===== src/rtl/rrgd_pkg.sv =====
// shared types, constants and helpers of the range reading gap detector
package rrgd_pkg;

    localparam int BYTE_W = 8;
    localparam int VAL_W  = 10;
    localparam int CNT_W  = 8;
    localparam int SUM_W  = 18;
    localparam int STEP_W = $clog2(SUM_W);
    localparam int DIG_W  = 4;

    localparam logic [BYTE_W-1:0] FRAME_START = 8'h52;
    localparam logic [BYTE_W-1:0] DIGIT_ZERO  = 8'd48;
    localparam logic [BYTE_W-1:0] DIGIT_EIGHT = 8'd56;
    localparam logic [DIG_W-1:0]  DIGIT_OTHER = 4'd9;

    localparam logic [1:0] PH_WAIT = 2'd0;
    localparam logic [1:0] PH_HUND = 2'd1;
    localparam logic [1:0] PH_TENS = 2'd2;
    localparam logic [1:0] PH_ONES = 2'd3;

    localparam logic REG_CAL_READINGS = 1'b0;
    localparam logic REG_TOLERANCE    = 1'b1;

    localparam logic [CNT_W-1:0] CAL_READINGS_RST = 8'd101;
    localparam logic [CNT_W-1:0] TOLERANCE_RST    = 8'd10;

    typedef struct packed {
        logic load;
        logic div_step;
    } cmd_t;

    typedef struct packed {
        logic cal_start;
        logic div_last;
    } status_t;

    function automatic logic [DIG_W-1:0] digit_of(input logic [BYTE_W-1:0] b);
        logic [BYTE_W-1:0] diff;
        diff = b - DIGIT_ZERO;
        if (b >= DIGIT_ZERO && b <= DIGIT_EIGHT)
        begin
            return diff[DIG_W-1:0];
        end
        return DIGIT_OTHER;
    endfunction

endpackage


===== src/rtl/rrgd_if.sv =====
// word channels: received byte in, echo and reading result out
interface rrgd_in_if;
    logic                          valid;
    logic                          ready;
    logic [rrgd_pkg::BYTE_W-1:0]   rx_byte;

    modport source (output valid, output rx_byte, input ready);
    modport sink   (input valid, input rx_byte, output ready);
endinterface

interface rrgd_out_if;
    logic                          valid;
    logic                          ready;
    logic [rrgd_pkg::BYTE_W-1:0]   echo_byte;
    logic                          reading_done;
    logic [rrgd_pkg::VAL_W-1:0]    reading_value;
    logic                          calibrating;
    logic                          alarm;

    modport source (output valid, output echo_byte, output reading_done,
                    output reading_value, output calibrating, output alarm,
                    input ready);
    modport sink   (input valid, input echo_byte, input reading_done,
                    input reading_value, input calibrating, input alarm,
                    output ready);
endinterface


===== src/rtl/range_reading_gap_detector.sv =====
// top level of the range reading gap detector
//
// rx carries one received byte per word; res returns one word per byte:
// the echoed byte, and for the byte that closes an 'R' + three digit frame
// the decoded reading with its calibrating and alarm flags.
// a result word appears in the output register the cycle after its byte
// is taken. ordinary bytes are taken one per cycle as long as the receiver
// keeps up. a byte that completes a calibration reading starts a restoring
// divider of sum by count, one quotient bit per cycle, so rx stays low while
// the divider runs; the new baseline is then in place.
// a new byte is taken while a result still waits as long as res.ready is
// high in that cycle; when the receiver stalls, the result holds and rx
// stays low. the apb port writes calibration_readings at 0x0 and
// tolerance at 0x4 and should only be written while idle.
// reset clears the frame decoder, sum, count and baseline, drops the result
// valid and loads the registers with 101 and 10.
module range_reading_gap_detector (
    input  logic        clk,
    input  logic        rst_n,
    rrgd_in_if.sink     rx,
    rrgd_out_if.source  res,
    input  logic        psel,
    input  logic        penable,
    input  logic        pwrite,
    input  logic [2:0]  paddr,
    input  logic [31:0] pwdata,
    output logic [31:0] prdata,
    output logic        pready
);

    logic [rrgd_pkg::CNT_W-1:0] cal_readings_reg;
    logic [rrgd_pkg::CNT_W-1:0] tolerance_reg;
    logic                       cfg_write;

    rrgd_pkg::cmd_t    cmd;
    rrgd_pkg::status_t status;

    assign pready    = 1'b1;
    assign cfg_write = psel && penable && pwrite;
    assign prdata    = (paddr[2] == rrgd_pkg::REG_TOLERANCE) ?
                       32'(tolerance_reg) : 32'(cal_readings_reg);

    always_ff @(posedge clk or negedge rst_n)
    begin
        if (!rst_n)
        begin
            cal_readings_reg <= rrgd_pkg::CAL_READINGS_RST;
            tolerance_reg    <= rrgd_pkg::TOLERANCE_RST;
        end
        else if (cfg_write)
        begin
            if (paddr[2] == rrgd_pkg::REG_CAL_READINGS)
            begin
                cal_readings_reg <= pwdata[rrgd_pkg::CNT_W-1:0];
            end
            else
            begin
                tolerance_reg <= pwdata[rrgd_pkg::CNT_W-1:0];
            end
        end
    end

    rrgd_ctrl u_ctrl (
        .clk       (clk),
        .rst_n     (rst_n),
        .in_valid  (rx.valid),
        .in_ready  (rx.ready),
        .out_valid (res.valid),
        .out_ready (res.ready),
        .status    (status),
        .cmd       (cmd)
    );

    rrgd_dp u_dp (
        .clk           (clk),
        .rst_n         (rst_n),
        .cmd           (cmd),
        .status        (status),
        .rx_byte       (rx.rx_byte),
        .cal_readings  (cal_readings_reg),
        .tolerance     (tolerance_reg),
        .echo_byte     (res.echo_byte),
        .reading_done  (res.reading_done),
        .reading_value (res.reading_value),
        .calibrating   (res.calibrating),
        .alarm         (res.alarm)
    );

    a_busy_blocks_input: assert property (@(posedge clk) disable iff (!rst_n)
        cmd.div_step |-> !rx.ready)
        else $error("byte taken while divider busy");

    a_cal_starts_divide: assert property (@(posedge clk) disable iff (!rst_n)
        (cmd.load && status.cal_start) |=> cmd.div_step)
        else $error("calibration reading did not start divide");

    a_accept_gives_result: assert property (@(posedge clk) disable iff (!rst_n)
        cmd.load |=> res.valid)
        else $error("accepted byte produced no result word");

    a_alarm_needs_reading: assert property (@(posedge clk) disable iff (!rst_n)
        res.valid && (res.alarm || res.calibrating) |-> res.reading_done)
        else $error("flag raised without completed reading");

endmodule


===== src/rtl/rrgd_ctrl.sv =====
// controller: handshakes and baseline divide sequencing
module rrgd_ctrl (
    input  logic              clk,
    input  logic              rst_n,
    input  logic              in_valid,
    output logic              in_ready,
    output logic              out_valid,
    input  logic              out_ready,
    input  rrgd_pkg::status_t status,
    output rrgd_pkg::cmd_t    cmd
);

    localparam logic ST_IDLE = 1'b0;
    localparam logic ST_DIV  = 1'b1;

    logic state_reg;
    logic state_next;
    logic out_valid_reg;
    logic out_valid_next;
    logic accept;

    assign in_ready  = (state_reg == ST_IDLE) && (!out_valid_reg || out_ready);
    assign accept    = in_valid && in_ready;
    assign out_valid = out_valid_reg;

    assign cmd.load     = accept;
    assign cmd.div_step = (state_reg == ST_DIV);

    always_comb
    begin
        state_next = state_reg;
        case (state_reg)
            ST_IDLE:
            begin
                if (accept && status.cal_start)
                begin
                    state_next = ST_DIV;
                end
            end
            ST_DIV:
            begin
                if (status.div_last)
                begin
                    state_next = ST_IDLE;
                end
            end
            default:
            begin
                state_next = ST_IDLE;
            end
        endcase
    end

    always_comb
    begin
        out_valid_next = out_valid_reg;
        if (accept)
        begin
            out_valid_next = 1'b1;
        end
        else if (out_ready)
        begin
            out_valid_next = 1'b0;
        end
    end

    always_ff @(posedge clk or negedge rst_n)
    begin
        if (!rst_n)
        begin
            state_reg     <= ST_IDLE;
            out_valid_reg <= 1'b0;
        end
        else
        begin
            state_reg     <= state_next;
            out_valid_reg <= out_valid_next;
        end
    end

endmodule


===== src/rtl/rrgd_dp.sv =====
// datapath: frame decode, calibration sum, window check, serial divider
module rrgd_dp (
    input  logic                          clk,
    input  logic                          rst_n,
    input  rrgd_pkg::cmd_t                cmd,
    output rrgd_pkg::status_t             status,
    input  logic [rrgd_pkg::BYTE_W-1:0]   rx_byte,
    input  logic [rrgd_pkg::CNT_W-1:0]    cal_readings,
    input  logic [rrgd_pkg::CNT_W-1:0]    tolerance,
    output logic [rrgd_pkg::BYTE_W-1:0]   echo_byte,
    output logic                          reading_done,
    output logic [rrgd_pkg::VAL_W-1:0]    reading_value,
    output logic                          calibrating,
    output logic                          alarm
);

    localparam int CMP_W = rrgd_pkg::VAL_W + 1;

    logic [1:0]                    phase_reg;
    logic [1:0]                    phase_next;
    logic [rrgd_pkg::VAL_W-1:0]    partial_reg;
    logic [rrgd_pkg::VAL_W-1:0]    partial_next;
    logic [rrgd_pkg::CNT_W-1:0]    counted_reg;
    logic [rrgd_pkg::SUM_W-1:0]    sum_reg;
    logic [rrgd_pkg::VAL_W-1:0]    baseline_reg;

    logic [rrgd_pkg::CNT_W-1:0]    rem_reg;
    logic [rrgd_pkg::SUM_W-1:0]    quo_reg;
    logic [rrgd_pkg::CNT_W-1:0]    divisor_reg;
    logic [rrgd_pkg::STEP_W-1:0]   step_reg;

    logic [rrgd_pkg::BYTE_W-1:0]   echo_reg;
    logic                          done_reg;
    logic [rrgd_pkg::VAL_W-1:0]    value_reg;
    logic                          calib_reg;
    logic                          alarm_reg;

    logic [rrgd_pkg::DIG_W-1:0]    digit;
    logic [rrgd_pkg::VAL_W-1:0]    value_c;
    logic                          done_c;
    logic                          is_cal;
    logic                          alarm_c;
    logic [rrgd_pkg::SUM_W-1:0]    sum_new;
    logic [rrgd_pkg::CNT_W-1:0]    count_new;
    logic [CMP_W-1:0]              val_ext;
    logic [CMP_W-1:0]              base_ext;
    logic [CMP_W-1:0]              tol_ext;

    logic [rrgd_pkg::CNT_W:0]      rem_shift;
    logic                          rem_ge;
    logic [rrgd_pkg::CNT_W:0]      rem_sub;
    logic [rrgd_pkg::SUM_W-1:0]    quo_next;

    assign digit   = rrgd_pkg::digit_of(rx_byte);
    assign done_c  = (phase_reg == rrgd_pkg::PH_ONES);
    assign value_c = partial_reg + rrgd_pkg::VAL_W'(digit);
    assign is_cal  = done_c && (counted_reg < cal_readings);
    assign sum_new   = sum_reg + rrgd_pkg::SUM_W'(value_c);
    assign count_new = counted_reg + rrgd_pkg::CNT_W'(1);

    assign val_ext  = CMP_W'(value_c);
    assign base_ext = CMP_W'(baseline_reg);
    assign tol_ext  = CMP_W'(tolerance);
    assign alarm_c  = done_c && !is_cal &&
                      ((val_ext + tol_ext < base_ext) || (val_ext > base_ext + tol_ext));

    assign status.cal_start = is_cal && (count_new != '0);
    assign status.div_last  = (step_reg == rrgd_pkg::STEP_W'(rrgd_pkg::SUM_W - 1));

    // frame sequencing
    always_comb
    begin
        phase_next   = phase_reg;
        partial_next = partial_reg;
        case (phase_reg)
            rrgd_pkg::PH_WAIT:
            begin
                if (rx_byte == rrgd_pkg::FRAME_START)
                begin
                    phase_next   = rrgd_pkg::PH_HUND;
                    partial_next = '0;
                end
            end
            rrgd_pkg::PH_HUND:
            begin
                phase_next   = rrgd_pkg::PH_TENS;
                partial_next = rrgd_pkg::VAL_W'(digit) * rrgd_pkg::VAL_W'(100);
            end
            rrgd_pkg::PH_TENS:
            begin
                phase_next   = rrgd_pkg::PH_ONES;
                partial_next = partial_reg + rrgd_pkg::VAL_W'(digit) * rrgd_pkg::VAL_W'(10);
            end
            rrgd_pkg::PH_ONES:
            begin
                phase_next   = rrgd_pkg::PH_WAIT;
                partial_next = value_c;
            end
            default:
            begin
                phase_next = rrgd_pkg::PH_WAIT;
            end
        endcase
    end

    // restoring divide, one quotient bit a cycle
    always_comb
    begin
        rem_shift = {rem_reg, quo_reg[rrgd_pkg::SUM_W-1]};
        rem_ge    = (rem_shift >= {1'b0, divisor_reg});
        rem_sub   = rem_ge ? (rem_shift - {1'b0, divisor_reg}) : rem_shift;
        quo_next  = {quo_reg[rrgd_pkg::SUM_W-2:0], rem_ge};
    end

    always_ff @(posedge clk or negedge rst_n)
    begin
        if (!rst_n)
        begin
            phase_reg    <= rrgd_pkg::PH_WAIT;
            partial_reg  <= '0;
            counted_reg  <= '0;
            sum_reg      <= '0;
            baseline_reg <= '0;
            step_reg     <= '0;
        end
        else
        begin
            if (cmd.load)
            begin
                phase_reg   <= phase_next;
                partial_reg <= partial_next;
                if (is_cal)
                begin
                    sum_reg     <= sum_new;
                    counted_reg <= count_new;
                end
                step_reg <= '0;
            end
            else if (cmd.div_step)
            begin
                step_reg <= step_reg + rrgd_pkg::STEP_W'(1);
                if (status.div_last)
                begin
                    baseline_reg <= quo_next[rrgd_pkg::VAL_W-1:0];
                end
            end
        end
    end

    always_ff @(posedge clk)
    begin
        if (cmd.load)
        begin
            echo_reg    <= rx_byte;
            done_reg    <= done_c;
            value_reg   <= done_c ? value_c : '0;
            calib_reg   <= is_cal;
            alarm_reg   <= alarm_c;
            rem_reg     <= '0;
            quo_reg     <= sum_new;
            divisor_reg <= count_new;
        end
        else if (cmd.div_step)
        begin
            rem_reg <= rem_sub[rrgd_pkg::CNT_W-1:0];
            quo_reg <= quo_next;
        end
    end

    assign echo_byte     = echo_reg;
    assign reading_done  = done_reg;
    assign reading_value = value_reg;
    assign calibrating   = calib_reg;
    assign alarm         = alarm_reg;

endmodule

===== src/flat_wrapper.sv =====
// flat-port wrapper written by rule: the top's interface ports become plain ports
module range_reading_gap_detector_flat 
  (clk, rst_n, psel, penable, pwrite, paddr, pwdata, prdata, pready, rx_valid, rx_rx_byte, rx_ready, res_valid, res_echo_byte, res_reading_done, res_reading_value, res_calibrating, res_alarm, res_ready);
  rrgd_in_if rx_i ();
  rrgd_out_if res_i ();
  input  logic clk;
  input  logic rst_n;
  input  logic psel;
  input  logic penable;
  input  logic pwrite;
  input  logic [2:0] paddr;
  input  logic [31:0] pwdata;
  output logic [31:0] prdata;
  output logic pready;
  input wire logic [$bits(rx_i.valid)-1:0] rx_valid;
  input wire logic [$bits(rx_i.rx_byte)-1:0] rx_rx_byte;
  output wire logic [$bits(rx_i.ready)-1:0] rx_ready;
  output wire logic [$bits(res_i.valid)-1:0] res_valid;
  output wire logic [$bits(res_i.echo_byte)-1:0] res_echo_byte;
  output wire logic [$bits(res_i.reading_done)-1:0] res_reading_done;
  output wire logic [$bits(res_i.reading_value)-1:0] res_reading_value;
  output wire logic [$bits(res_i.calibrating)-1:0] res_calibrating;
  output wire logic [$bits(res_i.alarm)-1:0] res_alarm;
  input wire logic [$bits(res_i.ready)-1:0] res_ready;
  assign rx_i.valid = rx_valid;
  assign rx_i.rx_byte = rx_rx_byte;
  assign rx_ready = rx_i.ready;
  assign res_valid = res_i.valid;
  assign res_echo_byte = res_i.echo_byte;
  assign res_reading_done = res_i.reading_done;
  assign res_reading_value = res_i.reading_value;
  assign res_calibrating = res_i.calibrating;
  assign res_alarm = res_i.alarm;
  assign res_i.ready = res_ready;
  range_reading_gap_detector u_core (.clk(clk), .rst_n(rst_n), .rx(rx_i), .res(res_i), .psel(psel), .penable(penable), .pwrite(pwrite), .paddr(paddr), .pwdata(pwdata), .prdata(prdata), .pready(pready));
endmodule

===== config.mk =====
export PLATFORM = sky130hd
export DESIGN_NAME = range_reading_gap_detector_flat
export DESIGN_NICKNAME = d
export VERILOG_FILES = /design/src/rtl/rrgd_pkg.sv /design/src/rtl/rrgd_if.sv /design/src/rtl/range_reading_gap_detector.sv /design/src/rtl/rrgd_ctrl.sv /design/src/rtl/rrgd_dp.sv /design/src/flat_wrapper.sv
export SDC_FILE = /design/constraint.sdc
export NUM_CORES = 1
export LEC_CHECK = 0
export ABC_AREA = 1
export BUFFER_PORTS_ARGS = -buffer_cell sky130_fd_sc_hd__clkbuf_2
export CAP_MARGIN = 30
export CORE_UTILIZATION = 40
export CTS_BUF_LIST = sky130_fd_sc_hd__clkbuf_8
export CTS_CLUSTER_DIAMETER = 200
export DETAILED_ROUTE_END_ITERATION = 6
export PLACE_DENSITY_LB_ADDON = 0.3
export SLEW_MARGIN = 20
export SYNTH_ARGS = -nofsm -noshare
export SYNTH_HDL_FRONTEND = slang
export SYNTH_SLANG_ARGS = --single-unit

===== constraint.sdc =====
create_clock -name clk -period 6 [get_ports clk]
set_input_delay 1.2 -clock clk [delete_from_list [all_inputs] [get_ports clk]]
set_output_delay 1.2 -clock clk [all_outputs]
set_load 0.01 [all_outputs]

# Word level (Yosys, flattened, before mapping)
# Index checks and enable logic that the tools add are counted.
dict set report word_totals {
  reg_bits 126
  in_bits 50
  out_inout_bits 56
}
dict set report op_classes {
  add_sub_neg 9
  multipliers 2
  order_cmp 6
  eq_ne 6
  n_mux 18
  bitwise 3
  n_reduce_logical 23
}
# op n
set op_table {}
lappend op_table {{$pmux 10 s4} 1}
lappend op_table {{$mux 18} 2}
lappend op_table {{$add 10x8->11} 2}
lappend op_table {{$add 18x10->18} 1}
lappend op_table {{$mux 8} 2}
lappend op_table {{$gt 10x11->1} 1}
lappend op_table {{$lt 11x10->1} 1}
lappend op_table {{$add 10x4->10} 1}
lappend op_table {{$add 10x8->10} 1}
lappend op_table {{$logic_and 1x1->1} 10}
lappend op_table {{$mux 10} 1}
lappend op_table {{$mux 5} 2}
lappend op_table {{$ge 9x8->1} 1}
lappend op_table {{$add 8x1->8 const B} 1}
lappend op_table {{$eq 8x7->1 const B} 1}
lappend op_table {{$ge 8x6->1 const B} 1}
lappend op_table {{$le 8x6->1 const B} 1}
lappend op_table {{$lt 8x8->1} 1}
lappend op_table {{$mul 4x5->8 const B} 1}
lappend op_table {{$mux 4} 2}
lappend op_table {{$pmux 2 s4} 1}
lappend op_table {{$reduce_and 2->1} 4}
lappend op_table {{$reduce_bool 8->1} 1}
lappend op_table {{$sub 8x8->8} 1}
lappend op_table {{other kinds (16)} 26}

# Logic depth before layout (Yosys ltp)
# Gate-level depths: netlist (run 1).
dict set report depth {
  depth_word 9
  depth_mapped 30
  mapped_depth_nobuf 30
}

# Hierarchy
# A second synthesis (run 1) with hierarchy kept.
dict set report unflattened {
  cells_unflattened 1103
  area_unflattened_um2 8846.0
}
# mod n_inst cells_each area_per_inst_um2 seq_area_each_um2
set modules_own_cells {}
lappend modules_own_cells {rrgd_dp 1 963 7775.0 2897.8}
lappend modules_own_cells {range_reading_gap_detector 1 125 957.2 407.9}
lappend modules_own_cells {rrgd_ctrl 1 15 113.9 50.0}

# Worst setup path before layout (run 1)
# No wires, ideal clock.
dict set report synth_timing {
  path_kind {input -> register}
  startpoint {input port rx_rx_byte[1]}
  endpoint {register u_core.u_dp.alarm_reg, in the netlist u_core.u_dp.alarm (data pin)}
  setup_time_ns 0.140
  arrival_ns 4.536
  required_ns 5.860
  path_slack_ns 1.324
  cell_stages 26
  n_path_buf 0
  path_cell_list {nor2_1 -> nand2_1 -> nand2_2 -> nand3_1 -> ha_1 -> ha_1 -> inv_1 -> nand2_1 -> xor2_1 -> inv_1 -> ha_1 -> nand2_1 -> o21ai_0 -> a21oi_1 -> o21bai_1 -> xor2_1 -> inv_1 -> ha_1 -> nand2_1 -> nor2_1 -> a211oi_1 -> o21a_1 -> o21ai_0 -> a21oi_1 -> nand2_1 -> a21oi_2}
}
dict set report synth_between {
  elab_chain_cells 9
  elab_cells_between_ends 13
  cone_classes {add/sub (3); order compare (4); mux (3); reduce/logical (3)}
}
# element line
set synth_lines {}
lappend synth_lines {{start: declaration} flat_wrapper.sv:16} ;# input wire logic [$bits(rx_i.rx_byte)-1:0] rx_rx_byte;
lappend synth_lines {{$ge 8x6->1 / $le 8x6->1 (equally long branches)} rrgd_pkg.sv:40} ;# if (b >= DIGIT_ZERO && b <= DIGIT_EIGHT)
lappend synth_lines {{$logic_and 1x1->1} rrgd_pkg.sv:40}
lappend synth_lines {{$mux 1} rrgd_pkg.sv:40}
lappend synth_lines {{$mux 4 (*)} rrgd_pkg.sv:44} ;# return DIGIT_OTHER;
lappend synth_lines {{$add 10x4->10 (*)} rrgd_dp.sv:56} ;# assign value_c = partial_reg + rrgd_pkg::VAL_W'(digit);
lappend synth_lines {{via u_core.u_dp.value_c (one bit)} rrgd_dp.sv:39} ;# logic [rrgd_pkg::VAL_W-1:0] value_c;
lappend synth_lines {{$add 10x8->11} rrgd_dp.sv:65} ;# ((val_ext + tol_ext < base_ext) || (val_ext > base_ext + tol_ext));
lappend synth_lines {{$lt 11x10->1} rrgd_dp.sv:65}
lappend synth_lines {{$logic_or 1x1->1 (*)} rrgd_dp.sv:65}
lappend synth_lines {{$logic_and 1x1->1 (*)} rrgd_dp.sv:64} ;# assign alarm_c = done_c && !is_cal &&
lappend synth_lines {{via u_core.u_dp.alarm_c} rrgd_dp.sv:42} ;# logic alarm_c;
lappend synth_lines {{end signal: assignment} rrgd_dp.sv:158} ;# alarm_reg <= alarm_c;
lappend synth_lines {{end: declaration} rrgd_dp.sv:36} ;# logic alarm_reg;
# The timed path passes the listed nets; every way through them passes the cells marked *. The select of a mux whose other input is x is not followed.
# A chain may end at the register's enable or synchronous reset.

# Final worst setup path (run 1)
# Same ends and word-level chain as after synthesis.

==> run metrics, run 1 <==
final worst slack=1.28 ns; Initial Utilization=41.2%; wire length per cell=13.5 um; Routability Congestion=0.839; ys flop type=dfrtp_1; Setup Buffers After CTS=0; die width=150 um; Clk Latency, worst-skew pair=0.45 ns; Final Util=45.6%; Startpoint Class=primary input; Layout Cells excl Fill=~1400; Sequential Power Share=between 30% and 40%; leakage dissipation=about 5.0 nW; Final Hold Fails=0; Post-Syn Instances=1089; PD cells=496 nW/um^2; Port Buffer Count=54; core area=21300 um^2; Fmax=212 MHz; GRT Util Overall=a little under a fifth; Root Buffer Master=clkbuf_8; Worst Path Max Fanout=5; hold_ws=between 0.4 and 0.5 ns; post-route ant nets=0; Critical Path AT=5.03 ns; DP HPWL=14800 um; Peak VDD IR=0.205 mV; crit path launch=rx_rx_byte[1]; post-cts hold buffer count=0; placed inst area=a little over 9000 um^2; Clk network pwr share=15.6%; Synth area leaders=dfrtp_1 (19%), edfxtp_1 (16%), nand2_1 (13%); Final min period=4.72 ns; hold_sp=u_core.u_dp.sum_reg[2]; vias per cell=4.87; die height=around 150 um; drt initial violations=398; fin crit share=78.7%; share of cells above drive strength 1=12.6%; cts bufs inserted=17; H-tree levels=4; first-pass GRT wire length=around 32000 um; drt total wl=19400 um; switching pwr=2.19 mW; # IOs=106; number of max-cap violations=0; RSZ-0062 raised after global routing=no; post-synth cell types=57; Comb pwr share=a little over half; top cell type by total area after synthesis=dfrtp_1; cell with the most instances after synthesis=nand2_1; dpl cells=1407; R2R Path Start=u_core.u_dp.partial_reg[1]; Post-CTS Resized=0; Syn. warnings=0; EDFF count, synth=47; CP Capture Type=register; die footprint=~23000 um^2; cell area after synthesis=8770 um^2; Layout area overhead=10.6%; Cell Int Power=2.62 mW; asr flop ratio synth=56.3%; Pwr Total=4.81 mW; CTS tree=yes; Ant. Diodes=0; syn avg cell area=8.06 um^2; top cells by instance count after synthesis=nand2_1 (303), inv_1 (145), ha_1 (88); Setup TNS=0 ns; Worst-path clk slew=0.08 ns; Cell Rows=53; Worst Hold Class=register to register; Setup CP Type=primary input to register; final setup vio count=0; pre-CTS WS=0.812 ns; DRT Pass-1 Iters=5; sequential area share after synthesis=38.3%; switching share of power=45.6%; final instance area=9700 um^2; via count=7010; Overflow after GRT=0; clock tree buffer depth=2; status=completed; Slew @ Worst Pin=0.830 ns; CTS sink cnt=approximately 130; Setup Skew=0.0117 ns; DRC=0; vias in the first global route=about 6600; Slew Viols, Final=0; top cell type's share of synthesized area=18.5%; max_slew headroom=roughly 45%; WP data required=6.31 ns; NumNets Final=approximately 1300; initial antenna violation count=0; largest net degree at the start of global routing=a little over 50; Synth Register Bits=126
-- logic make-up (layout without fill, tap and decap cells) --
kind of cell | Yosys count | after routing | share of synthesized area, %
and+or+nand+nor | 452 | 452 | 22.6
buffers and inverters | 197 | 250 | 9.68
AOI/OAI and AO/OA | 171 | 171 | 10.9
DFF | 126 | 126 | 38.3
adders and majority gates | 93 | 93 | 13.7
xor gates and xnor gates | 48 | 48 | 4.79
other | 2 | 25 | 0.0856
-- routing by layer --
metal  up-vias  track usage [%]  share of wire (%)
met5         -                0                  0
met4         0             5.10                1.2
met3        19             3.36                3.7
met2       129             29.1                 44
met1      3234             25.6                 52
li1       3628                -                  -
-- cells in the final DEF (no fill, tap or decap), types with 11 or more instances in the layout --
| cell | instances |
|---|---|
| a21oi_1 | 53 |
| clkbuf_2 | 53 |
| clkbuf_8 | 17 |
| conb_1 | 25 |
| dfrtp_1 | 65 |
| edfxtp_1 | 47 |
| ha_1 | 88 |
| inv_1 | 144 |
| nand2_1 | 303 |
| nand2_2 | 11 |
| nand3_1 | 45 |
| nor2_1 | 39 |
| nor3_1 | 18 |
| o21ai_0 | 79 |
| xor2_1 | 39 |
-- final timing paths --
kind / slack, ns / cells after the start / end
max in group asynchronous: 4.62 / 2 / u_core.tolerance_reg[1]
hold / removal: 0.48 / 2 / u_core.u_dp.sum_reg[2]
setup reg to reg: 2.12 / 24 / u_core.u_dp.alarm
hold reg to reg: 0.48 / 2 / u_core.u_dp.sum_reg[2]
min in group asynchronous: 0.72 / 1 / u_core.u_dp.partial_reg[3]
setup / recovery: 1.28 / 27 / u_core.u_dp.alarm
-- worst max-delay path, cell delays in order --
cell	delay, ns
clkbuf_2	0.13
nor2_1	0.16
nand2_1	0.08
nand2_2	0.09
nand3_1	0.12
ha_1	0.27
ha_1	0.20
inv_1	0.05
nand2_1	0.10
xor2_1	0.17
inv_1	0.11
ha_1	0.35
nand2_1	0.06
o21ai_0	0.25
a21oi_1	0.11
o21bai_1	0.20
xor2_1	0.16
inv_1	0.05
ha_1	0.30
nand2_1	0.08
nor2_1	0.04
a211oi_1	0.17
o21a_1	0.15
o21ai_0	0.08
a21oi_1	0.14
nand2_1	0.08
a21oi_2	0.11
-- cell type report --
cell class,instances,area (um^2)
Clock buffer,17,234
Clock inverter,15,163
Fill cell,2120,11600
Multi-Input combinational cell,789,4660
Timing Repair Buffer,64,368
Tap cell,275,344
Sequential cell,126,3360
Inverter,154,578
-- power groups by stage --
stage / clock network [mW] / logic [mW] / registers, mW
final: 0.748 / 2.56 / 1.50
after global routing: 0.800 / 2.96 / 1.54
after CTS: 0.763 / 2.56 / 1.50
after detailed placement: 0 / 2.54 / 1.52
after global placement: 0 / 2.50 / 1.51
after floorplan: 0 / 1.95 / 1.46
Power figures use the tool's default switching activity.
==> inputs of run 2 (changes only) <==
clock period = 4.65 ns   (was 6 ns; I/O delays follow)
==> run metrics, run 2 (synthesis gave the netlist of run 1 again) <==
post-cts hold buffer count=0 (unchanged); wire length per cell=13.7 um (+1.5%); share of cells above drive strength 1=15.3% (+2.7 points); die footprint=22500 um^2 (unchanged); Comb pwr share=53.5% (+0.3 points); pre-CTS WS=-0.132 ns (-0.944 ns); Worst Path Max Fanout=3 (-2); Final min period=4.29 ns; # IOs=106 (unchanged); core area=21300 um^2 (unchanged); Slew Viols, Final=0 (unchanged); hold_ws=0.412 ns (-0.0689 ns); r2r worst-path depth=26 (+8.3%); Fmax=roughly 230 MHz; Startpoint Class=primary input; drt initial violations=452 (+14%); CP Capture Type=register; Layout area overhead=13.7%; final worst slack=0.363 ns (-0.914 ns); Root Buffer Master=clkbuf_8; Critical Path AT=4.58 ns (-0.45 ns); die height=150 um (unchanged); Slew @ Worst Pin=0.770 ns (-0.0608 ns); DRT Pass-1 Iters=5 (unchanged); switching share of power=45.2% (-0.38 points); fin crit share=92.2%; commonest non-fill, non-tap cell in the layout=nand2_1; commonest cells after routing, fill and taps aside=nand2_1 (303), inv_1 (145), ha_1 (87), o21ai_0 (79), dfrtp_1 (65); first-pass GRT wire length=33500 um (+4.3%); cts bufs inserted=17 (unchanged); DRC=0 (unchanged); Initial Utilization=41.2% (unchanged); Port Buffer Count=54 (unchanged); PD cells=635 nW/um^2 (+28%); Routability Congestion=0.893 (+6.4%); Overflow after GRT=0 (unchanged); drt total wl=20100 um (+3.8%); Ant. Diodes=0 (unchanged); Final Hold Fails=0 (unchanged); status=completed; number of max-cap violations=0 (unchanged); DP HPWL=15200 um (+3.0%); initial antenna violation count=0 (unchanged); Sequential Power Share=30.6% (-0.7 points); NumNets Final=1328 (+2.5%); r2r setup slk=0.89 ns (-1.23 ns); leakage dissipation=5.22 nW (+3.6%); final setup vio count=0 (unchanged); Clk network pwr share=15.9% (+0.3 points); clock tree buffer depth=2 (unchanged); Clk Latency, worst-skew pair=0.45 ns (about the same); Top cell by count, worst path=nand2_1; WP data required=4.95 ns (-1.36 ns); Setup Skew=0.0175 ns (+0.00584 ns); largest net degree at the start of global routing=51 (unchanged); CP max-delay cell=ha_1; Worst-path clk slew=0.09 ns (about the same); R2R Path Start=u_core.u_dp.partial_reg[1]; GRT Util Overall=19.0% (+0.64 points); RR Endpoint=u_core.u_dp.alarm; CTS tree=yes; Peak VDD IR=0.271 mV (+32%); H-tree levels=4 (unchanged); post-route ant nets=0 (unchanged); vias in the first global route=6795 (+3.0%); switching pwr=2.86 mW (+31%); CTS sink cnt=126 (unchanged); die width=150 um (unchanged); Setup CP Type=primary input to register; via count=7187 (+2.5%); Worst Hold Class=primary input to async pin; max_slew headroom=48.5% (+4.0 points); slowest cell delay on critical path=0.31 ns (-0.04 ns); Cell Int Power=3.47 mW (+33%); Cell Rows=53 (unchanged); vias per cell=4.88 (+0.23%)
-- run 2: how the worst max path moves through the flow --
stage | from | to
6_report | rx_rx_byte[7] | u_core.u_dp.alarm
5_1_grt | rx_rx_byte[7] | u_core.u_dp.alarm
4_1_cts | rx_rx_byte[1] | u_core.u_dp.alarm
3_5_place_dp | rx_rx_byte[1] | u_core.u_dp.alarm
3_3_place_gp | rx_rx_byte[1] | u_core.u_dp.alarm
2_1_floorplan | rx_rx_byte[1] | u_core.u_dp.alarm
-- run 2: metal layers --
layer,global-route usage [%],share of wire (%),wire [um]
met2,31.0,45,9050
met4,5.25,1.2,243
met5,0,0,0
met3,3.39,4.5,909
met1,25.8,49,9930
-- run 2: power groups by stage --
| stage | combinational [mW] | clock, mW | sequential (mW) |
|---|---|---|---|
| after floorplan | 2.52 | 0 | 1.88 |
| after global placement | 3.28 | 0 | 1.95 |
| after detailed placement | 3.35 | 0 | 1.96 |
| after CTS | 3.37 | 1.03 | 1.94 |
| after global routing | 3.92 | 1.08 | 1.99 |
| final | 3.38 | 1.01 | 1.94 |
-- run 2: worst max-delay path, delay by kind of cell --
kind            cells  cell delay (ns)
compound gates      8             1.10
xor+xnor            2             0.34
fa+ha+maj           3             0.74
buf+inv             8             0.69
simple gates       10             0.78
-- run 2: timing repair --
item | CTS | global route
setup endpoints to repair | 0 | 1
buffers inserted | 0 | 1
resized for setup | 0 | 3
-- run 2: area by class of cell --
cell class | count | area (um^2)
clock buffer | 18 | 248
clock inverter | 14 | 153
fill | 2099 | 11300
inverter | 154 | 578
multi-input combinational | 789 | 4670
sequential | 126 | 3360
tap | 275 | 344
timing repair buffer | 97 | 623
-- run 2: through the flow --
| step | power [mW] | cells | TNS, ns | util, % | area, um^2 |
|---|---|---|---|---|---|
| floorplan | 4.40 | 1112 | 0 | - | 8860 |
| global placement | 5.23 | 1438 | -0.0286 | 44.7 | 9510 |
| detailed placement | 5.30 | 1439 | -0.132 | 44.8 | 9540 |
| CTS | 6.34 | 1471 | 0 | 46.7 | 9940 |
| global route | 6.98 | 1473 | -0.0104 | 46.8 | 9970 |
| finish | 6.33 | 1473 | 0 | 46.8 | 9970 |
==> inputs of run 3 (changes only) <==
CORE_UTILIZATION = 45   (was 40)
==> run metrics, run 3 (synthesis gave the netlist of run 1 again) <==
status=completed; Final Hold Fails=0 (unchanged); post-cts hold buffer count=0 (unchanged); CTS tree=yes; Setup CP Type=primary input to register; GRT Util Overall=20.7% (+1.8 points); Cell Rows=50 (-5.7%); Ant. Diodes=0 (unchanged); Startpoint Class=primary input; r2r worst-path depth=25 (-3.8%); DRC=0 (unchanged); slowest cell delay on critical path=0.33 ns (+0.02 ns); Clk Latency, worst-skew pair=0.47 ns (+0.02 ns); Setup Skew=0.0128 ns (-0.00473 ns); leakage dissipation=5.20 nW (-0.33%); Critical Path AT=4.58 ns (about the same); r2r setup slk=0.91 ns (+0.02 ns); share of cells above drive strength 1=14.8% (-0.46 points); Fmax=235 MHz (+0.58%); RR Endpoint=u_core.u_dp.alarm; R2R Path Start=u_core.u_dp.partial_reg[1]; Worst Path Max Fanout=3 (unchanged); vias in the first global route=6748 (-0.69%); post-route ant nets=0 (unchanged); H-tree levels=4 (unchanged); drt initial violations=464 (+2.7%); Final min period=4.26 ns (-0.0247 ns); first-pass GRT wire length=32800 um (-2.2%); Worst-path clk slew=0.08 ns (about the same); Setup TNS=0 ns (unchanged); max_slew headroom=52.0% (+3.4 points); initial antenna violation count=0 (unchanged); fillers=1828 (-13%); commonest cells after routing, fill and taps aside=nand2_1 (303), inv_1 (146), ha_1 (88), o21ai_0 (79), dfrtp_1 (65); # IOs=106 (unchanged); clock tree buffer depth=2 (unchanged); via count=7213 (+0.36%); vias per cell=4.96 (+1.6%); final instance area=9890 um^2 (-0.80%); DRT Pass-1 Iters=6 (+1); area occupied by multi-input gates=4670 um^2 (-0.11%); WP data required=4.97 ns (+0.02 ns); die footprint=20100 um^2 (-11%); final worst slack=0.387 ns (+0.0247 ns); die height=142 um (-5.6%); CP max-delay cell=ha_1; Initial Utilization=46.4% (+5.2 points); placed inst area=9500 um^2 (-0.35%); Routability Congestion=0.875 (-2.0%); wire length per cell=13.5 um (-1.1%); Setup Buffers After CTS=0 (unchanged); commonest non-fill, non-tap cell in the layout=nand2_1; instance count on the critical path=27 (-13%); Top cell by count, worst path=nand2_1; RSZ-0062 raised after global routing=no; register area=3360 um^2 (unchanged); Port Buffer Count=54 (unchanged); worst path buffer plus inverter count=3 (-5); PD cells=634 nW/um^2 (about the same); Worst Hold Class=primary input to async pin; number of max-cap violations=0 (unchanged); cts bufs inserted=17 (unchanged); drt total wl=19700 um (-2.3%); Overflow after GRT=0 (unchanged); final setup vio count=0 (unchanged); CP endpoint=u_core.u_dp.alarm; die width=142 um (-5.6%); Peak VDD IR=0.252 mV (-6.8%); largest net degree at the start of global routing=55 (+7.8%); Layout area overhead=12.8%; core area=18900 um^2 (-11%); DP HPWL=15000 um (-1.4%); fin crit share=91.7% (-0.53 points); Final Util=52.4% (+5.5 points); Post-CTS Resized=0 (unchanged); CP Capture Type=register; NumNets Final=1325 (-0.23%); CP delay by family, top=compound AO/OA/AOI/OAI gates; Slew Viols, Final=0 (unchanged); Root Buffer Master=clkbuf_8; pre-CTS WS=-0.0941 ns (+0.0380 ns); CTS sink cnt=126 (unchanged); crit path launch=rx_rx_byte[1]; Slew @ Worst Pin=0.718 ns (-0.0515 ns)
## run 3: per-stage QoR
stage | power [mW] | instances | hold WS [ns]
2_1_floorplan | 4.40 | 1112 | 0.446
3_3_place_gp | 5.22 | 1421 | 0.463
3_5_place_dp | 5.33 | 1422 | 0.461
4_1_cts | 6.29 | 1454 | 0.359
5_1_grt | 6.88 | 1455 | 0.366
6_report | 6.27 | 1455 | 0.359
## run 3: cell type report
type / instances / area share (%)
clock buffer: 19 / 2.64
clock inverter: 13 / 1.10
inverter: 154 / 5.84
multi-input combinational: 789 / 47.2
sequential: 126 / 33.9
tap: 260 / 3.29
timing repair buffer: 94 / 6.03
## run 3: where the power goes
part / switching [mW] / internal [mW]
Combinational: 2.08 / 1.32
Clock: 0.482 / 0.452
Sequential: 0.288 / 1.64
Total: 2.85 / 3.42
## run 3: worst min path at each step
stage	start	end	slack [ns]	depth (start not counted)
after floorplan	u_core.u_dp.rem_reg[1]	u_core.u_dp.rem_reg[1]	0.45	2
after global placement	u_core.u_dp.sum_reg[2]	u_core.u_dp.sum_reg[2]	0.46	2
after detailed placement	u_core.u_dp.rem_reg[1]	u_core.u_dp.rem_reg[1]	0.46	2
after CTS	rst_n	u_core.u_dp.partial_reg[3]	0.36	1
after global routing	rst_n	u_core.u_dp.partial_reg[3]	0.37	1
final	rst_n	u_core.u_dp.partial_reg[3]	0.36	1
## run 3: per-layer routing
metal  GRT usage, %  wire length [um]  vias to the layer above
li1               -                 -                     3693
met1           28.2              9620                     3326
met2           33.9              8790                      174
met3           3.44               945                       20
met4           6.23               310                        0
met5              0                 0                        -
